$ cat config.mk
export PLATFORM = sky130hd
export DESIGN_NAME = duration_text_parser_flat
export DESIGN_NICKNAME = d
export VERILOG_FILES = /design/src/hw/rtl/dtp_pkg.sv /design/src/hw/rtl/dtp_req_if.sv /design/src/hw/rtl/dtp_rsp_if.sv /design/src/hw/rtl/dtp_acc.sv /design/src/hw/rtl/duration_text_parser.sv /design/src/flat_wrapper.sv
export SDC_FILE = /design/constraint.sdc
export NUM_CORES = 1
export LEC_CHECK = 0
export BUFFER_PORTS_ARGS = -buffer_cell sky130_fd_sc_hd__buf_2
export CORE_AREA = 2 2 222 224
export CTS_CLUSTER_SIZE = 8
export DETAILED_ROUTE_END_ITERATION = 12
export DIE_AREA = 0 0 224 226
export GPL_ROUTABILITY_DRIVEN = 0
export PLACE_DENSITY_LB_ADDON = 0.15
export SYNTH_ARGS = -nofsm -noshare
export SYNTH_HDL_FRONTEND = slang
export SYNTH_SLANG_ARGS = --single-unit
$ cat constraint.sdc
create_clock -name clock -period 10.25 [get_ports clock]
set_input_delay 1.025 -clock clock [delete_from_list [all_inputs] [get_ports clock]]
set_output_delay 1.025 -clock clock [all_outputs]
set_load 0.005 [all_outputs]
$ cat src/hw/rtl/dtp_pkg.sv
// ----------------------------------------------------------------------------
// Duration text parser package
// Shared types, codes and character constants for the duration parser.
// ----------------------------------------------------------------------------
package dtp_pkg;

   localparam int unsigned VALUE_WIDTH_DEF = 32;
   localparam int unsigned FIELD_WIDTH     = 32;

   typedef logic [FIELD_WIDTH-1:0] field_type;
   typedef logic [7:0]             char_type;

   typedef enum logic [1:0] {
      PH_START  = 2'd0,
      PH_NEED_P = 2'd1,
      PH_BODY   = 2'd2,
      PH_ERROR  = 2'd3
   } phase_type;

   typedef enum logic [2:0] {
      ERR_NONE      = 3'd0,
      ERR_MISSING_P = 3'd1,
      ERR_ORDER     = 3'd2,
      ERR_MISSING   = 3'd3,
      ERR_BAD_CHAR  = 3'd4,
      ERR_OVERFLOW  = 3'd5
   } err_type;

   typedef enum logic [2:0] {
      STY_NONE      = 3'd0,
      STY_WEEK      = 3'd1,
      STY_DATE      = 3'd2,
      STY_TIME      = 3'd3,
      STY_DATE_TIME = 3'd4
   } style_type;

   typedef enum logic [1:0] {
      UNIT_NONE = 2'd0,
      UNIT_H    = 2'd1,
      UNIT_M    = 2'd2,
      UNIT_S    = 2'd3
   } unit_type;

   localparam char_type CH_PLUS  = 8'h2B;
   localparam char_type CH_MINUS = 8'h2D;
   localparam char_type CH_ZERO  = 8'h30;
   localparam char_type CH_NINE  = 8'h39;
   localparam char_type CH_P     = 8'h50;
   localparam char_type CH_T     = 8'h54;
   localparam char_type CH_W     = 8'h57;
   localparam char_type CH_D     = 8'h44;
   localparam char_type CH_H     = 8'h48;
   localparam char_type CH_M     = 8'h4D;
   localparam char_type CH_S     = 8'h53;

endpackage

$ cat src/hw/rtl/dtp_req_if.sv
// ----------------------------------------------------------------------------
// Duration parser request channel
// Valid/ready channel carrying one character and its end-of-string flag.
// ----------------------------------------------------------------------------
interface dtp_req_if;

   logic       valid;
   logic       ready;
   logic [7:0] char_code;
   logic       last_char;

   modport source (output valid, output char_code, output last_char, input ready);
   modport sink   (input valid, input char_code, input last_char, output ready);

endinterface

$ cat src/hw/rtl/dtp_rsp_if.sv
// ----------------------------------------------------------------------------
// Duration parser response channel
// Valid/ready channel carrying one parsed duration with its error code.
// ----------------------------------------------------------------------------
interface dtp_rsp_if;

   logic        valid;
   logic        ready;
   logic [2:0]  error_code;
   logic        is_negative;
   logic [2:0]  style;
   logic [31:0] weeks;
   logic [31:0] days;
   logic [31:0] hours;
   logic [31:0] minutes;
   logic [31:0] seconds;

   modport source (output valid, output error_code, output is_negative, output style,
                   output weeks, output days, output hours, output minutes,
                   output seconds, input ready);
   modport sink   (input valid, input error_code, input is_negative, input style,
                   input weeks, input days, input hours, input minutes,
                   input seconds, output ready);

endinterface

$ cat src/hw/rtl/dtp_acc.sv
// ----------------------------------------------------------------------------
// Decimal accumulator step
// Computes acc * 10 + digit with shifts and flags a result beyond the width.
// ----------------------------------------------------------------------------
module dtp_acc #(
   parameter int unsigned VALUE_WIDTH = dtp_pkg::VALUE_WIDTH_DEF
) (
   input  logic [VALUE_WIDTH-1:0] acc_value,
   input  logic [3:0]             digit,
   output logic [VALUE_WIDTH-1:0] next_value,
   output logic                   overflow
);

   localparam int unsigned ExtW = VALUE_WIDTH + 4;

   logic [ExtW-1:0] ext;
   logic [ExtW-1:0] prod;

   // 10 * MAX + 9 fits in four extra bits, so the top nibble flags overflow
   assign ext        = {4'b0000, acc_value};
   assign prod       = (ext << 3) + (ext << 1) + {{VALUE_WIDTH{1'b0}}, digit};
   assign overflow   = |prod[ExtW-1:VALUE_WIDTH];
   assign next_value = prod[VALUE_WIDTH-1:0];

endmodule

$ cat src/hw/rtl/duration_text_parser.sv
// ----------------------------------------------------------------------------
// Duration text parser
// Streaming parser for signed week/day/time duration strings, one character
// per transfer; gives one result per string on its final character.
// ----------------------------------------------------------------------------
// The final character goes from the input register to the result register.
// Throughput: 1 character per cycle, bar a final one held by a stall; the
// only loop is the per-character state update between the input register
// and the parser state. A stalled response holds one character there.
// Reset (synchronous) returns the parser to expect a sign or 'P', all zero.
module duration_text_parser #(
   parameter int unsigned VALUE_WIDTH = dtp_pkg::VALUE_WIDTH_DEF
) (
   input  logic  clock,
   input  logic  reset,
   dtp_req_if.sink   req_ch,
   dtp_rsp_if.source rsp_ch
);

   // input register
   logic              s1_valid_ff;
   dtp_pkg::char_type s1_char_ff;
   logic              s1_last_ff;

   // parser state
   dtp_pkg::phase_type phase_ff,   phase_in,   phase_step;
   logic               neg_ff,     neg_in,     neg_step;
   dtp_pkg::style_type style_ff,   style_in,   style_step;
   dtp_pkg::unit_type  to_unit_ff, to_unit_in, to_unit_step;
   logic               have_ff,    have_in,    have_step;
   dtp_pkg::err_type   error_ff,   error_in,   error_step;
   logic [VALUE_WIDTH-1:0] acc_ff,    acc_in,    acc_step;
   logic [VALUE_WIDTH-1:0] week_ff,   week_in,   week_step;
   logic [VALUE_WIDTH-1:0] day_ff,    day_in,    day_step;
   logic [VALUE_WIDTH-1:0] hour_ff,   hour_in,   hour_step;
   logic [VALUE_WIDTH-1:0] minute_ff, minute_in, minute_step;
   logic [VALUE_WIDTH-1:0] second_ff, second_in, second_step;

   // result register
   logic               rsp_valid_ff;
   dtp_pkg::err_type   rsp_error_ff;
   logic               rsp_neg_ff;
   dtp_pkg::style_type rsp_style_ff;
   dtp_pkg::field_type rsp_weeks_ff, rsp_days_ff, rsp_hours_ff;
   dtp_pkg::field_type rsp_minutes_ff, rsp_seconds_ff;

   logic advance;
   logic proc;
   logic req_xfer;

   logic                   is_digit;
   dtp_pkg::unit_type      char_unit;
   logic [VALUE_WIDTH-1:0] acc_next;
   logic                   acc_ovf;

   dtp_pkg::err_type char_err;
   logic go_need_p, go_body, set_neg;
   logic act_digit, act_t, act_week, act_day, act_unit, take;
   dtp_pkg::err_type fin_err;

   // ---------------------------------------------------------------- handshake
   assign advance      = !rsp_valid_ff || rsp_ch.ready;
   // only the final character needs the result register to be free
   assign proc         = s1_valid_ff && (!s1_last_ff || advance);
   assign req_ch.ready = !s1_valid_ff || proc;
   assign req_xfer     = req_ch.valid && req_ch.ready;

   always_ff @(posedge clock) begin
      if (reset) begin
         s1_valid_ff <= 1'b0;
      end else if (req_xfer) begin
         s1_valid_ff <= 1'b1;
      end else if (proc) begin
         s1_valid_ff <= 1'b0;
      end
   end

   always_ff @(posedge clock) begin
      if (req_xfer) begin
         s1_char_ff <= req_ch.char_code;
         s1_last_ff <= req_ch.last_char;
      end
   end

   // ---------------------------------------------------------------- decode
   assign is_digit = (s1_char_ff >= dtp_pkg::CH_ZERO) && (s1_char_ff <= dtp_pkg::CH_NINE);

   always_comb begin
      case (s1_char_ff)
         dtp_pkg::CH_H: char_unit = dtp_pkg::UNIT_H;
         dtp_pkg::CH_M: char_unit = dtp_pkg::UNIT_M;
         dtp_pkg::CH_S: char_unit = dtp_pkg::UNIT_S;
         default:       char_unit = dtp_pkg::UNIT_NONE;
      endcase
   end

   dtp_acc #(
      .VALUE_WIDTH (VALUE_WIDTH)
   ) u_acc (
      .acc_value  (acc_ff),
      .digit      (s1_char_ff[3:0]),
      .next_value (acc_next),
      .overflow   (acc_ovf)
   );

   always_comb begin
      char_err  = dtp_pkg::ERR_NONE;
      go_need_p = 1'b0;
      go_body   = 1'b0;
      set_neg   = 1'b0;
      act_digit = 1'b0;
      act_t     = 1'b0;
      act_week  = 1'b0;
      act_day   = 1'b0;
      act_unit  = 1'b0;
      case (phase_ff)
         dtp_pkg::PH_START: begin
            if (s1_char_ff == dtp_pkg::CH_PLUS) begin
               go_need_p = 1'b1;
            end else if (s1_char_ff == dtp_pkg::CH_MINUS) begin
               go_need_p = 1'b1;
               set_neg   = 1'b1;
            end else if (s1_char_ff == dtp_pkg::CH_P) begin
               go_body = 1'b1;
            end else begin
               char_err = dtp_pkg::ERR_MISSING_P;
            end
         end
         dtp_pkg::PH_NEED_P: begin
            if (s1_char_ff == dtp_pkg::CH_P) begin
               go_body = 1'b1;
            end else begin
               char_err = dtp_pkg::ERR_MISSING_P;
            end
         end
         dtp_pkg::PH_BODY: begin
            if (is_digit) begin
               if (acc_ovf) char_err = dtp_pkg::ERR_OVERFLOW;
               else         act_digit = 1'b1;
            end else if (s1_char_ff == dtp_pkg::CH_T) begin
               if (have_ff) begin
                  char_err = dtp_pkg::ERR_MISSING;
               end else if (style_ff == dtp_pkg::STY_NONE || style_ff == dtp_pkg::STY_DATE) begin
                  act_t = 1'b1;
               end else begin
                  char_err = dtp_pkg::ERR_ORDER;
               end
            end else if (s1_char_ff == dtp_pkg::CH_W || s1_char_ff == dtp_pkg::CH_D) begin
               if (!have_ff) begin
                  char_err = dtp_pkg::ERR_MISSING;
               end else if (style_ff != dtp_pkg::STY_NONE) begin
                  char_err = dtp_pkg::ERR_ORDER;
               end else if (s1_char_ff == dtp_pkg::CH_W) begin
                  act_week = 1'b1;
               end else begin
                  act_day = 1'b1;
               end
            end else if (char_unit != dtp_pkg::UNIT_NONE) begin
               if (!have_ff) begin
                  char_err = dtp_pkg::ERR_MISSING;
               end else if (style_ff != dtp_pkg::STY_TIME &&
                            style_ff != dtp_pkg::STY_DATE_TIME) begin
                  char_err = dtp_pkg::ERR_ORDER;
               end else if (to_unit_ff != dtp_pkg::UNIT_NONE &&
                            char_unit != dtp_pkg::unit_type'(to_unit_ff + 2'd1)) begin
                  // units must follow on directly; wraps past seconds to none
                  char_err = dtp_pkg::ERR_ORDER;
               end else begin
                  act_unit = 1'b1;
               end
            end else begin
               char_err = dtp_pkg::ERR_BAD_CHAR;
            end
         end
         default: begin
         end
      endcase
   end

   assign take = act_week || act_day || act_unit;

   // ---------------------------------------------------------------- next state
   always_comb begin
      if (char_err != dtp_pkg::ERR_NONE) begin
         phase_step = dtp_pkg::PH_ERROR;
      end else if (go_need_p) begin
         phase_step = dtp_pkg::PH_NEED_P;
      end else if (go_body) begin
         phase_step = dtp_pkg::PH_BODY;
      end else begin
         phase_step = phase_ff;
      end
      if (!proc) begin
         phase_in = phase_ff;
      end else if (s1_last_ff) begin
         phase_in = dtp_pkg::PH_START;
      end else begin
         phase_in = phase_step;
      end
   end

   // ---------------------------------------------------------------- datapath
   always_comb begin
      neg_step = neg_ff || set_neg;
      if (act_t) begin
         style_step = (style_ff == dtp_pkg::STY_NONE) ? dtp_pkg::STY_TIME
                                                     : dtp_pkg::STY_DATE_TIME;
      end else if (act_week) begin
         style_step = dtp_pkg::STY_WEEK;
      end else if (act_day) begin
         style_step = dtp_pkg::STY_DATE;
      end else begin
         style_step = style_ff;
      end
      to_unit_step = act_unit ? char_unit : to_unit_ff;
      if (act_digit)  acc_step = acc_next;
      else if (take)  acc_step = '0;
      else            acc_step = acc_ff;
      if (act_digit)  have_step = 1'b1;
      else if (take)  have_step = 1'b0;
      else            have_step = have_ff;
      week_step   = act_week ? acc_ff : week_ff;
      day_step    = act_day  ? acc_ff : day_ff;
      hour_step   = (act_unit && char_unit == dtp_pkg::UNIT_H) ? acc_ff : hour_ff;
      minute_step = (act_unit && char_unit == dtp_pkg::UNIT_M) ? acc_ff : minute_ff;
      second_step = (act_unit && char_unit == dtp_pkg::UNIT_S) ? acc_ff : second_ff;
      // first error wins
      error_step  = (error_ff == dtp_pkg::ERR_NONE) ? char_err : error_ff;

      // end-of-string checks on the state after this character
      if (error_step != dtp_pkg::ERR_NONE) begin
         fin_err = error_step;
      end else if (phase_step == dtp_pkg::PH_START || phase_step == dtp_pkg::PH_NEED_P) begin
         fin_err = dtp_pkg::ERR_MISSING_P;
      end else if (phase_step == dtp_pkg::PH_BODY &&
                   (have_step || style_step == dtp_pkg::STY_NONE ||
                    ((style_step == dtp_pkg::STY_TIME ||
                      style_step == dtp_pkg::STY_DATE_TIME) &&
                     to_unit_step == dtp_pkg::UNIT_NONE))) begin
         fin_err = dtp_pkg::ERR_MISSING;
      end else begin
         fin_err = dtp_pkg::ERR_NONE;
      end

      if (proc && s1_last_ff) begin
         neg_in     = 1'b0;
         style_in   = dtp_pkg::STY_NONE;
         to_unit_in = dtp_pkg::UNIT_NONE;
         have_in    = 1'b0;
         error_in   = dtp_pkg::ERR_NONE;
         acc_in     = '0;
         week_in    = '0;
         day_in     = '0;
         hour_in    = '0;
         minute_in  = '0;
         second_in  = '0;
      end else if (proc) begin
         neg_in     = neg_step;
         style_in   = style_step;
         to_unit_in = to_unit_step;
         have_in    = have_step;
         error_in   = error_step;
         acc_in     = acc_step;
         week_in    = week_step;
         day_in     = day_step;
         hour_in    = hour_step;
         minute_in  = minute_step;
         second_in  = second_step;
      end else begin
         neg_in     = neg_ff;
         style_in   = style_ff;
         to_unit_in = to_unit_ff;
         have_in    = have_ff;
         error_in   = error_ff;
         acc_in     = acc_ff;
         week_in    = week_ff;
         day_in     = day_ff;
         hour_in    = hour_ff;
         minute_in  = minute_ff;
         second_in  = second_ff;
      end
   end

   always_ff @(posedge clock) begin
      if (reset) begin
         phase_ff   <= dtp_pkg::PH_START;
         neg_ff     <= 1'b0;
         style_ff   <= dtp_pkg::STY_NONE;
         to_unit_ff <= dtp_pkg::UNIT_NONE;
         have_ff    <= 1'b0;
         error_ff   <= dtp_pkg::ERR_NONE;
         acc_ff     <= '0;
         week_ff    <= '0;
         day_ff     <= '0;
         hour_ff    <= '0;
         minute_ff  <= '0;
         second_ff  <= '0;
      end else begin
         phase_ff   <= phase_in;
         neg_ff     <= neg_in;
         style_ff   <= style_in;
         to_unit_ff <= to_unit_in;
         have_ff    <= have_in;
         error_ff   <= error_in;
         acc_ff     <= acc_in;
         week_ff    <= week_in;
         day_ff     <= day_in;
         hour_ff    <= hour_in;
         minute_ff  <= minute_in;
         second_ff  <= second_in;
      end
   end

   // ---------------------------------------------------------------- result
   always_ff @(posedge clock) begin
      if (reset) begin
         rsp_valid_ff <= 1'b0;
      end else if (proc && s1_last_ff) begin
         rsp_valid_ff <= 1'b1;
      end else if (rsp_ch.ready) begin
         rsp_valid_ff <= 1'b0;
      end
   end

   always_ff @(posedge clock) begin
      if (proc && s1_last_ff) begin
         rsp_error_ff <= fin_err;
         if (fin_err != dtp_pkg::ERR_NONE) begin
            rsp_neg_ff     <= 1'b0;
            rsp_style_ff   <= dtp_pkg::STY_NONE;
            rsp_weeks_ff   <= '0;
            rsp_days_ff    <= '0;
            rsp_hours_ff   <= '0;
            rsp_minutes_ff <= '0;
            rsp_seconds_ff <= '0;
         end else begin
            rsp_neg_ff     <= neg_step;
            rsp_style_ff   <= style_step;
            rsp_weeks_ff   <= dtp_pkg::field_type'(week_step);
            rsp_days_ff    <= dtp_pkg::field_type'(day_step);
            rsp_hours_ff   <= dtp_pkg::field_type'(hour_step);
            rsp_minutes_ff <= dtp_pkg::field_type'(minute_step);
            rsp_seconds_ff <= dtp_pkg::field_type'(second_step);
         end
      end
   end

   assign rsp_ch.valid       = rsp_valid_ff;
   assign rsp_ch.error_code  = rsp_error_ff;
   assign rsp_ch.is_negative = rsp_neg_ff;
   assign rsp_ch.style       = rsp_style_ff;
   assign rsp_ch.weeks       = rsp_weeks_ff;
   assign rsp_ch.days        = rsp_days_ff;
   assign rsp_ch.hours       = rsp_hours_ff;
   assign rsp_ch.minutes     = rsp_minutes_ff;
   assign rsp_ch.seconds     = rsp_seconds_ff;

   // ---------------------------------------------------------------- checks
   a_phase_err_match: assert property (@(posedge clock) disable iff (reset)
      (phase_ff == dtp_pkg::PH_ERROR) == (error_ff != dtp_pkg::ERR_NONE))
      else $error("error phase and stored error code disagree");

   a_err_zero_fields: assert property (@(posedge clock) disable iff (reset)
      (rsp_valid_ff && rsp_error_ff != dtp_pkg::ERR_NONE) |->
         (!rsp_neg_ff && rsp_style_ff == dtp_pkg::STY_NONE && rsp_weeks_ff == '0 &&
          rsp_days_ff == '0 && rsp_hours_ff == '0))
      else $error("error result carries non-zero fields");

   a_ok_has_style: assert property (@(posedge clock) disable iff (reset)
      (rsp_valid_ff && rsp_error_ff == dtp_pkg::ERR_NONE) |->
         rsp_style_ff != dtp_pkg::STY_NONE)
      else $error("good result without a style");

   a_last_clears: assert property (@(posedge clock) disable iff (reset)
      (proc && s1_last_ff) |=>
         (phase_ff == dtp_pkg::PH_START && acc_ff == '0 && !have_ff && rsp_valid_ff))
      else $error("final character did not clear state and post a result");

endmodule

$ cat src/flat_wrapper.sv
// flat-port wrapper written by rule: the top's interface ports become plain ports
module duration_text_parser_flat 
#(
   parameter int unsigned VALUE_WIDTH = dtp_pkg::VALUE_WIDTH_DEF
)
  (clock, reset, req_ch_valid, req_ch_char_code, req_ch_last_char, req_ch_ready, rsp_ch_valid, rsp_ch_error_code, rsp_ch_is_negative, rsp_ch_style, rsp_ch_weeks, rsp_ch_days, rsp_ch_hours, rsp_ch_minutes, rsp_ch_seconds, rsp_ch_ready);
  dtp_req_if req_ch_i ();
  dtp_rsp_if rsp_ch_i ();
  input  logic clock;
  input  logic reset;
  input wire logic [$bits(req_ch_i.valid)-1:0] req_ch_valid;
  input wire logic [$bits(req_ch_i.char_code)-1:0] req_ch_char_code;
  input wire logic [$bits(req_ch_i.last_char)-1:0] req_ch_last_char;
  output wire logic [$bits(req_ch_i.ready)-1:0] req_ch_ready;
  output wire logic [$bits(rsp_ch_i.valid)-1:0] rsp_ch_valid;
  output wire logic [$bits(rsp_ch_i.error_code)-1:0] rsp_ch_error_code;
  output wire logic [$bits(rsp_ch_i.is_negative)-1:0] rsp_ch_is_negative;
  output wire logic [$bits(rsp_ch_i.style)-1:0] rsp_ch_style;
  output wire logic [$bits(rsp_ch_i.weeks)-1:0] rsp_ch_weeks;
  output wire logic [$bits(rsp_ch_i.days)-1:0] rsp_ch_days;
  output wire logic [$bits(rsp_ch_i.hours)-1:0] rsp_ch_hours;
  output wire logic [$bits(rsp_ch_i.minutes)-1:0] rsp_ch_minutes;
  output wire logic [$bits(rsp_ch_i.seconds)-1:0] rsp_ch_seconds;
  input wire logic [$bits(rsp_ch_i.ready)-1:0] rsp_ch_ready;
  assign req_ch_i.valid = req_ch_valid;
  assign req_ch_i.char_code = req_ch_char_code;
  assign req_ch_i.last_char = req_ch_last_char;
  assign req_ch_ready = req_ch_i.ready;
  assign rsp_ch_valid = rsp_ch_i.valid;
  assign rsp_ch_error_code = rsp_ch_i.error_code;
  assign rsp_ch_is_negative = rsp_ch_i.is_negative;
  assign rsp_ch_style = rsp_ch_i.style;
  assign rsp_ch_weeks = rsp_ch_i.weeks;
  assign rsp_ch_days = rsp_ch_i.days;
  assign rsp_ch_hours = rsp_ch_i.hours;
  assign rsp_ch_minutes = rsp_ch_i.minutes;
  assign rsp_ch_seconds = rsp_ch_i.seconds;
  assign rsp_ch_i.ready = rsp_ch_ready;
  duration_text_parser #(.VALUE_WIDTH(VALUE_WIDTH)) u_core (.clock(clock), .reset(reset), .req_ch(req_ch_i), .rsp_ch(rsp_ch_i));
endmodule
Word-level counts from Yosys, hierarchy flattened --
Cells that the tools add are included.
Storage, ports and cells: flip-flop bits (word level) 382, latch bits 0, bits in writable memories 0, ROM bits 0, input port bits 13, logic and storage cells 177, memories kept 0
Cells by class: add/sub/neg operators 3, multipliers 0, divide/modulo/power cells 0, order comparisons 2, equal/unequal tests 22, shift operators 0, multiplexer cells 82, bitwise operators 0, reductions and logical operators 44
Operators with widths (count):
- $mux 32 | 7
- $eq 8x7->1 const B | 7
- $mux 3 | 18
- $mux 1 | 45
- $add 35x33->36 | 1
- $add 36x4->36 | 1
- $mux 2 | 9
- $eq 8x6->1 const B | 2
- $logic_or 1x1->1 | 12
- $reduce_bool 3->1 | 4
- $logic_and 1x1->1 | 11
- $reduce_bool 2->1 | 5
- $logic_not 3->1 | 3
- $pmux 3 s3 | 1
- $eq 2x2->1 const B | 4
- $ge 8x6->1 const B | 1
- $le 8x6->1 const B | 1
- $eq 2x1->1 const B | 3
- $eq 3x2->1 const B | 2
- $logic_not 2->1 | 3
- $pmux 2 s3 | 1
- $reduce_or 4->1 | 1
- $eq 3x3->1 const B | 1
- $logic_not 1->1 | 3
- other kinds (7) | 7

Depth between registers and ports, before layout --
Gate-level depths: netlist of run 1.
depth in word-level cells 22, mapped depth 16

Modules after synthesis --
A second synthesis of run 1 with hierarchy kept.
Unflattened totals: cell total of the unflattened synthesis 1843, area total of the unflattened synthesis 17949.7 µm²
Modules (own cells, without submodules):
- duration_text_parser | instances 1, cells an instance 1567, area each 15770.1 µm², seq. area each 9409.0 µm²
- dtp_acc | instances 1, cells an instance 276, area each 2179.6 µm², seq. area each 0.0 µm²

Worst setup path after synthesis of run 1 --
OpenSTA, ideal clock, no wires.
kind input to register, start input port rsp_ch_ready, end register u_core.acc_ff[0], setup time 0.117 ns, arrival time 9.938 ns, path slack 0.195 ns, stages 9, cell sequence nor2b_1 nand2_1 nand2_1 nor2_1 nor2_1 and4_1 buf_2 buf_2 a22o_1
Between the ends: longest elaborated chain between the ends 5, elaborated cells on any way between the ends 6
Ends and longest elaborated chain:
- start: declaration | line flat_wrapper.sv:24 | input wire logic [$bits(rsp_ch_i.ready)-1:0] rsp_ch_ready;
- $logic_or 1x1->1 * | line duration_text_parser.sv:62 | assign advance = !rsp_valid_ff || rsp_ch.ready;
- $logic_or 1x1->1 * | line duration_text_parser.sv:64 | assign proc = s1_valid_ff && (!s1_last_ff || advance);
- $logic_and 1x1->1 * | line duration_text_parser.sv:64
- $logic_and 1x1->1 | line duration_text_parser.sv:245 | if (proc && s1_last_ff) begin
- $reduce_or 2->1 (no line)
- end signal: assignment | line duration_text_parser.sv:305 | acc_ff <= acc_in;
- end: declaration | line duration_text_parser.sv:32 | logic [VALUE_WIDTH-1:0] acc_ff, acc_in, acc_step;
Mark *: on every way between the ends. The rest lies on a longest branch, timed or not. A chain may end at the register's enable or synchronous reset.

Final worst setup path of run 1 --
start register u_core.acc_ff[0], end register u_core.rsp_minutes_ff[26] (netlist: u_core.rsp_ch.minutes[26]) (data pin)
Between the ends: longest elaborated chain between the ends 14, elaborated cells on any way between the ends 25
Ends and longest elaborated chain:
- $add 35x33->36 * | line dtp_acc.sv:21 | assign prod = (ext << 3) + (ext << 1) + {{VALUE_WIDTH{1'b0}}, digit};
- $add 36x4->36 * | line dtp_acc.sv:21
- $reduce_or 4->1 * | line dtp_acc.sv:22 | assign overflow = |prod[ExtW-1:VALUE_WIDTH];
- $mux 3 or $mux 1 (tied branches) | line duration_text_parser.sv:138 | if (acc_ovf) char_err = dtp_pkg::ERR_OVERFLOW;
- $mux 3 or $mux 1 (tied branches) | line duration_text_parser.sv:137 | if (is_digit) begin
- $pmux 3 s3 or $mux 1 (tied branches) | line duration_text_parser.sv:116 | case (phase_ff)
- $reduce_bool 3->1 or $mux 1 (tied branches) | line duration_text_parser.sv:184, duration_text_parser.sv:219
- $mux 2 or $logic_or 1x1->1 (tied branches) | line duration_text_parser.sv:184, duration_text_parser.sv:236
- $eq 2x2->1 or $logic_or 1x1->1 (tied branches) | line duration_text_parser.sv:235, duration_text_parser.sv:236
- $logic_and 1x1->1 | line duration_text_parser.sv:235 | end else if (phase_step == dtp_pkg::PH_BODY &&
- $mux 2 | line duration_text_parser.sv:235
- $mux 3 | line duration_text_parser.sv:233 | end else if (phase_step == dtp_pkg::PH_START || phase_step == dtp_pkg::PH_NEED_P) begin
- $mux 3 * | line duration_text_parser.sv:231 | if (error_step != dtp_pkg::ERR_NONE) begin
- $reduce_bool 3->1 * | line duration_text_parser.sv:328 | if (fin_err != dtp_pkg::ERR_NONE) begin
- end signal: assignment | line duration_text_parser.sv:342 | rsp_minutes_ff <= dtp_pkg::field_type'(minute_step);
- end: declaration | line duration_text_parser.sv:45 | dtp_pkg::field_type rsp_minutes_ff, rsp_seconds_ff;
Marks and branches as above.

==> flow_summary.ini, run 1 <==
[run_status]
status = finished clean

[flow_run]
cap_violations = 0

[grt]
grt_pass1_vias = 13600
grtUsageTotal_pct = 20.5
grt_overflow = 0
antenna_found_initial = 0
grt_max_degree = 98
grt_pass1_wl_um = 80300

[logic_synthesis]
ys_warn_count = 0
synthDistinctLibCells = 76
synth_cells = 1862
netlist.area_leader.share_pct = 27.7
syn_area_mm2 = 0.0191
synth.most_common_cell = nand2_1
ys_ff_latch = 382
synthTopCellsByArea = edfxtp_1 28%, dfxtp_1 22%, mux2i_1 8.4%
syn_avg_cell_area_um2 = 10.3
synth_common_cells = 363 x nand2_1, 206 x dfxtp_1, 203 x a21oi_1
synth_flop_cell = dfxtp_1
syn-num-nets = 1941
ys_seq_area_share_pct = 49.3
postSynth.asyncResetShare_pct = 0
synth_area_leader_cell = edfxtp_1
synth_edf_count = 176

[pwr]
p_switching_uw = 760
peakVddDrop_v = 0.000121
combinationalPowerShare_pct = 3.6
swShare_pct = 22.6
power_uw = 3370
p_seq_share_pct = 47.8
p_clk_share_pct = 48.7
p_int_uw = 2610
p_leak_uw = 0.00765
power.density_mw_per_mm2 = 155

[worst_setup_path]
cp_data_arrival_time_ps = 6370
worst_setup_path_end_kind = flop
r2r_cells = 14
critPathKind = reg -> reg
reg2reg_to = u_core.rsp_ch.minutes[26]
crit_family = compound AO/OA/AOI/OAI gates
rr_startpoint = u_core.acc_ff[0]
start_kind = flop
crit_chain = inv_1 -> fa_1 -> inv_1 -> fa_1 -> a211oi_1 -> o21ai_1 -> o2111ai_1 -> o211ai_1 -> a41o_1 -> xor2_1 -> nor4_4 -> mux2i_4 -> buf_4 -> nor3_2
critPathMaxFanout = 72
slowest_delay_ps = 990
cp.buffers_inverters = 3
slowest_stage = buf_4
worstPathRequired_ps = 10520
reg2reg_slack_ps = 4150

[detailed_routing]
wl_per_cell_um = 20.0
wl_um = 52100
first_pass_iters = 6
route.detailed.drc = 0
ant_nets = 0
drt-initial-drc-count = 995
vias = 14000
via_per_inst = 5.36

[clocking]
cts.sinks = 382
insertion_delay_ps = 590
cts_buffers = 53
hold_buffers = 0
cts_buffer_depth = 3
h-tree-depth = 2
root_buffer = clkbuf_16
cts_resized = 0
tritoncts = built
post_cts_buffers = 0
cts.clk_slew.worst_paths_ps = 50

[sta]
clock.fmax_ghz = 0.164
finalCritPeriodShare_pct = 59.5
final-hold-violation-count = 0
rsz0062_at_grt = false
final.setup.tns_ps = 0
period_minus_slack_ps = 6100
max_slew_margin_pct = 19.9
fin_skew_ps = 26.0
setup_viol = 0
tightest_slew_ps = 1200
slew_violations = 0

[die]
num_rows = 81
die_area_mm2 = 0.0506
die_h_um = 226
coreArea_mm2 = 0.0483
initial_utilization_pct = 39.5
top_level_ports = 182
floorplan.die.width_um = 224

[hold_path]
min_from = u_core.hour_ff[9]
worstHoldEndpoint = u_core.hour_ff[9]
min_path_cells = 2
hp-class = reg -> reg

[place]
post-dp-hpwl_um = 32900
place_inst = 2514
port_buffers = 181

[cells_and_area]
fin_cells = 2609
drive_above_1_share_pct = 22.0
num_antenna_cells = 0
finalNetCount = 2026
syn_to_final_growth_pct = 13.6
## metal layers
metal / GRT usage (%) / part of all wire, %
met1: 28.6 / 47
met2: 32.5 / 45
met3: 3.08 / 4.8
met4: 6.58 / 2.5
met5: 0 / 0
## placed cells by master (no fill, tap or decap), types with 9 or more instances in the layout
master,count
nand2_1,363
dfxtp_1,206
a21oi_1,202
buf_2,181
edfxtp_1,176
mux2i_1,160
nor3_2,158
ha_1,64
clkbuf_16,55
clkbuf_1,39
nor2_1,38
a22o_1,32
o21ai_0,30
inv_1,20
nor3_1,20
xnor2_1,19
a21o_1,18
buf_4,18
xor2_1,15
nand3_1,11
a31oi_1,9
o211ai_1,9
## power groups by stage
stage	logic (uW)	registers (uW)	clock network, uW
CTS	123	1610	1680
finish	120	1610	1640
global route	131	1610	1740
floorplan	102	1640	0
detailed placement	122	1640	0
global placement	121	1640	0
## final cells by class
cell class                 instances  area, um^2
multi-input combinational       1290        8830
clock buffer                      94        1520
timing repair buffer             199        1040
clock inverter                     1        8.76
sequential                       382        9410
tap                              622         778
fill                            4600       26700
inverter                          21        86.3
## metrics by stage
stage | cell area, um^2 | setup slack (ps) | util [%] | hold slack [ps]
2_1_floorplan | 19100 | 195 | - | 431
3_3_place_gp | 20100 | 4250 | 41.7 | 437
3_5_place_dp | 20100 | 4190 | 41.7 | 443
4_1_cts | 21700 | 4110 | 44.8 | 449
5_1_grt | 21700 | 3780 | 44.8 | 459
6_report | 21700 | 4150 | 44.8 | 447
## worst register-to-register path, cell delays in order (launching register included)
cell	delay, ps
dfxtp_1	590
inv_1	120
fa_1	560
inv_1	70
fa_1	480
a211oi_1	250
o21ai_1	180
o2111ai_1	380
o211ai_1	280
a41o_1	300
xor2_1	170
nor4_4	630
mux2i_4	620
buf_4	1000
nor3_2	170
## logic make-up after synthesis
family | Yosys count | share of synthesized area (%)
adder cells (fa/ha/maj) | 66 | 4.40
multiplexers | 162 | 8.50
flip-flops | 382 | 49.3
XOR/XNOR | 34 | 1.56
buffers and inverters | 190 | 4.86
AO/OA/AOI/OAI | 356 | 11.3
AND/OR/NAND/NOR | 672 | 20.1
## flip-flops by register name, summed over array words and instances (netlist names), 8 cells and up
signal and flops:
u_core.acc_ff 32, u_core.second_ff 32, u_core.rsp_ch.seconds 32, u_core.hour_ff 32, u_core.rsp_ch.days 32, u_core.rsp_ch.hours 32, u_core.rsp_ch.weeks 32, u_core.week_ff 32
u_core.rsp_ch.minutes 32, u_core.s1_char_ff 8, u_core.day_ff 32, u_core.minute_ff 32
## how the worst max path moves through the flow
stage | startpoint | endpoint | slack [ps] | cells past startpoint
after floorplan | rsp_ch_ready | u_core.acc_ff[0] | 200 | 9
after global placement | u_core.acc_ff[0] | u_core.rsp_ch.minutes[4] | 4250 | 14
after detailed placement | u_core.acc_ff[0] | u_core.rsp_ch.hours[27] | 4190 | 14
after CTS | u_core.acc_ff[2] | u_core.rsp_ch.minutes[26] | 4110 | 14
after global routing | u_core.acc_ff[0] | u_core.rsp_ch.minutes[2] | 3780 | 14
final | u_core.acc_ff[0] | u_core.rsp_ch.minutes[26] | 4150 | 14
No activity file was read; power rests on OpenSTA's default activity.
==> run 2, diff against run 1 <==
==> constraint.sdc (replaced) <==
create_clock -name clock -period 4.9 [get_ports clock]
set_input_delay 0.49 -clock clock [delete_from_list [all_inputs] [get_ports clock]]
set_output_delay 0.49 -clock clock [all_outputs]
set_load 0.005 [all_outputs]
==> run 2 against run 1 <==
Sequential power grew 110%. Sequential share of layout area is 1.2 points lower. First-iteration DRC count up 4.9%. Power rose by 110%. Fmax grew 41%. Global-route usage barely moved. Sequential cell count is the same. Largest cell class unchanged. Largest power group unchanged.
==> flow_summary.ini, run 2 (synthesized netlist as in run 1, its figures left out) <==
[detailed_routing]
via_per_inst = 5.30
wl_per_cell_um = 19.6
vias = 14200
drt-initial-drc-count = 1044
route.detailed.drc = 0
ant_nets = 0
first_pass_iters = 5
wl_um = 52400

[die]
top_level_ports = 182
die_h_um = 226
die_area_mm2 = 0.0506
coreArea_mm2 = 0.0483
num_rows = 81
floorplan.die.width_um = 224
initial_utilization_pct = 39.5

[worst_setup_path]
start_kind = flop
critPathKind = reg -> reg
worstPathRequired_ps = 5220
slowest_stage = fa_1
rr_startpoint = u_core.acc_ff[0]
worst_setup_path_end_kind = flop
slowest_delay_ps = 530
r2r_cells = 15
reg2reg_to = u_core.rsp_ch.days[12]
crit_family = compound AO/OA/AOI/OAI gates
crit_chain = inv_1 -> fa_1 -> inv_1 -> ha_1 -> a211oi_1 -> o21ai_1 -> o221ai_1 -> or3b_1 -> a41oi_1 -> xnor2_1 -> nor4_4 -> mux2i_4 -> buf_12 -> buf_12 -> nor3_2
reg2reg_slack_ps = 580
cp.buffers_inverters = 4
cp_data_arrival_time_ps = 4640
critPathMaxFanout = 28

[clocking]
hold_buffers = 0
cts.clk_slew.worst_paths_ps = 50
insertion_delay_ps = 590
tritoncts = built
cts.sinks = 382
cts_buffer_depth = 3
cts_buffers = 54
root_buffer = clkbuf_16
post_cts_buffers = 0
h-tree-depth = 2
cts_resized = 0

[pwr]
swShare_pct = 22.8
p_seq_share_pct = 47.0
peakVddDrop_v = 0.000217
power.density_mw_per_mm2 = 320
p_leak_uw = 0.00802
power_uw = 7150
p_int_uw = 5520
p_switching_uw = 1630
combinationalPowerShare_pct = 4.3
p_clk_share_pct = 48.7

[cells_and_area]
drive_above_1_share_pct = 24.3
final_cell_mix = 363 x nand2_1, 206 x dfxtp_1, 202 x a21oi_1
layout_commonest_cell = nand2_1
syn_to_final_growth_pct = 16.9
num_antenna_cells = 0
finalNetCount = 2086

[sta]
tightest_slew_ps = 1280
final.setup.tns_ps = 0
setup_viol = 0
final-hold-violation-count = 0
finalCritPeriodShare_pct = 88.1
period_minus_slack_ps = 4320
slew_violations = 0
rsz0062_at_grt = false
fin_skew_ps = 19.3
clock.fmax_ghz = 0.232
max_slew_margin_pct = 14.8

[grt]
grt_max_degree = 159
grt_pass1_vias = 13900
grt_overflow = 0
grtUsageTotal_pct = 20.5
antenna_found_initial = 0
grt_pass1_wl_um = 80700

[hold_path]
worstHoldEndpoint = u_core.s1_char_ff[0]
min_from = req_ch_char_code[0]
min_path_cells = 1
hp-class = in -> reg

[run_status]
status = finished clean

[place]
post-dp-hpwl_um = 34600
port_buffers = 181

[flow_run]
cap_violations = 0
## run 2: metrics by stage
step	hold slack (ps)	utilization, %	instance area (um^2)	std cells	setup slack [ps]
3_5_place_dp	443	42.9	20800	2573	605
3_3_place_gp	437	42.9	20800	2573	624
5_1_grt	67.3	46.2	22300	2672	332
2_1_floorplan	431	-	19100	1862	345
4_1_cts	54.0	46.2	22300	2672	599
6_report	85.3	46.2	22300	2672	582
## run 2: worst reg2reg max path, delay by kind of cell (launching register included)
kind	cells	cell delay (ps)
adders and majority gates	2	840
xor gates and xnor gates	1	140
and+or+nand+nor	3	800
DFF	1	320
muxes	1	370
AOI/OAI and AO/OA	4	960
buffers and inverters	4	640
## run 2: how the worst max path moves through the flow
| stage | depth (start not counted) | startpoint | endpoint |
|---|---|---|---|
| after global routing | 15 | u_core.acc_ff[0] | u_core.rsp_ch.weeks[3] |
| after CTS | 15 | u_core.acc_ff[0] | u_core.rsp_ch.minutes[12] |
| after floorplan | 9 | rsp_ch_ready | u_core.minute_ff[22] |
| after global placement | 15 | u_core.acc_ff[0] | u_core.rsp_ch.seconds[15] |
| final | 15 | u_core.acc_ff[0] | u_core.rsp_ch.days[12] |
| after detailed placement | 15 | u_core.acc_ff[0] | u_core.rsp_ch.minutes[12] |
## run 2: area by class of cell
cell class | instances | area, um^2
clock buffer | 97 | 1540
sequential | 382 | 9410
fill | 4551 | 26000
multi-input combinational | 1290 | 8830
clock inverter | 2 | 17.5
timing repair buffer | 258 | 1650
inverter | 21 | 86.3
tap | 622 | 778
## run 2: metal layers
layer / share of wire [%] / vias to the layer above / track usage (%)
met4: 1.6 / 0 / 5.23
met2: 46 / 309 / 33.2
met3: 5.0 / 52 / 3.38
met5: 0 / - / 0
met1: 47 / 6877 / 28.4
li1: - / 6915 / -
## run 2: power groups by stage
stage | Sequential (uW) | Clock (uW) | Combinational [uW]
after detailed placement | 3420 | 0 | 306
after global placement | 3420 | 0 | 304
after global routing | 3360 | 3700 | 328
after floorplan | 3420 | 0 | 214
after CTS | 3360 | 3570 | 307
final | 3360 | 3490 | 304
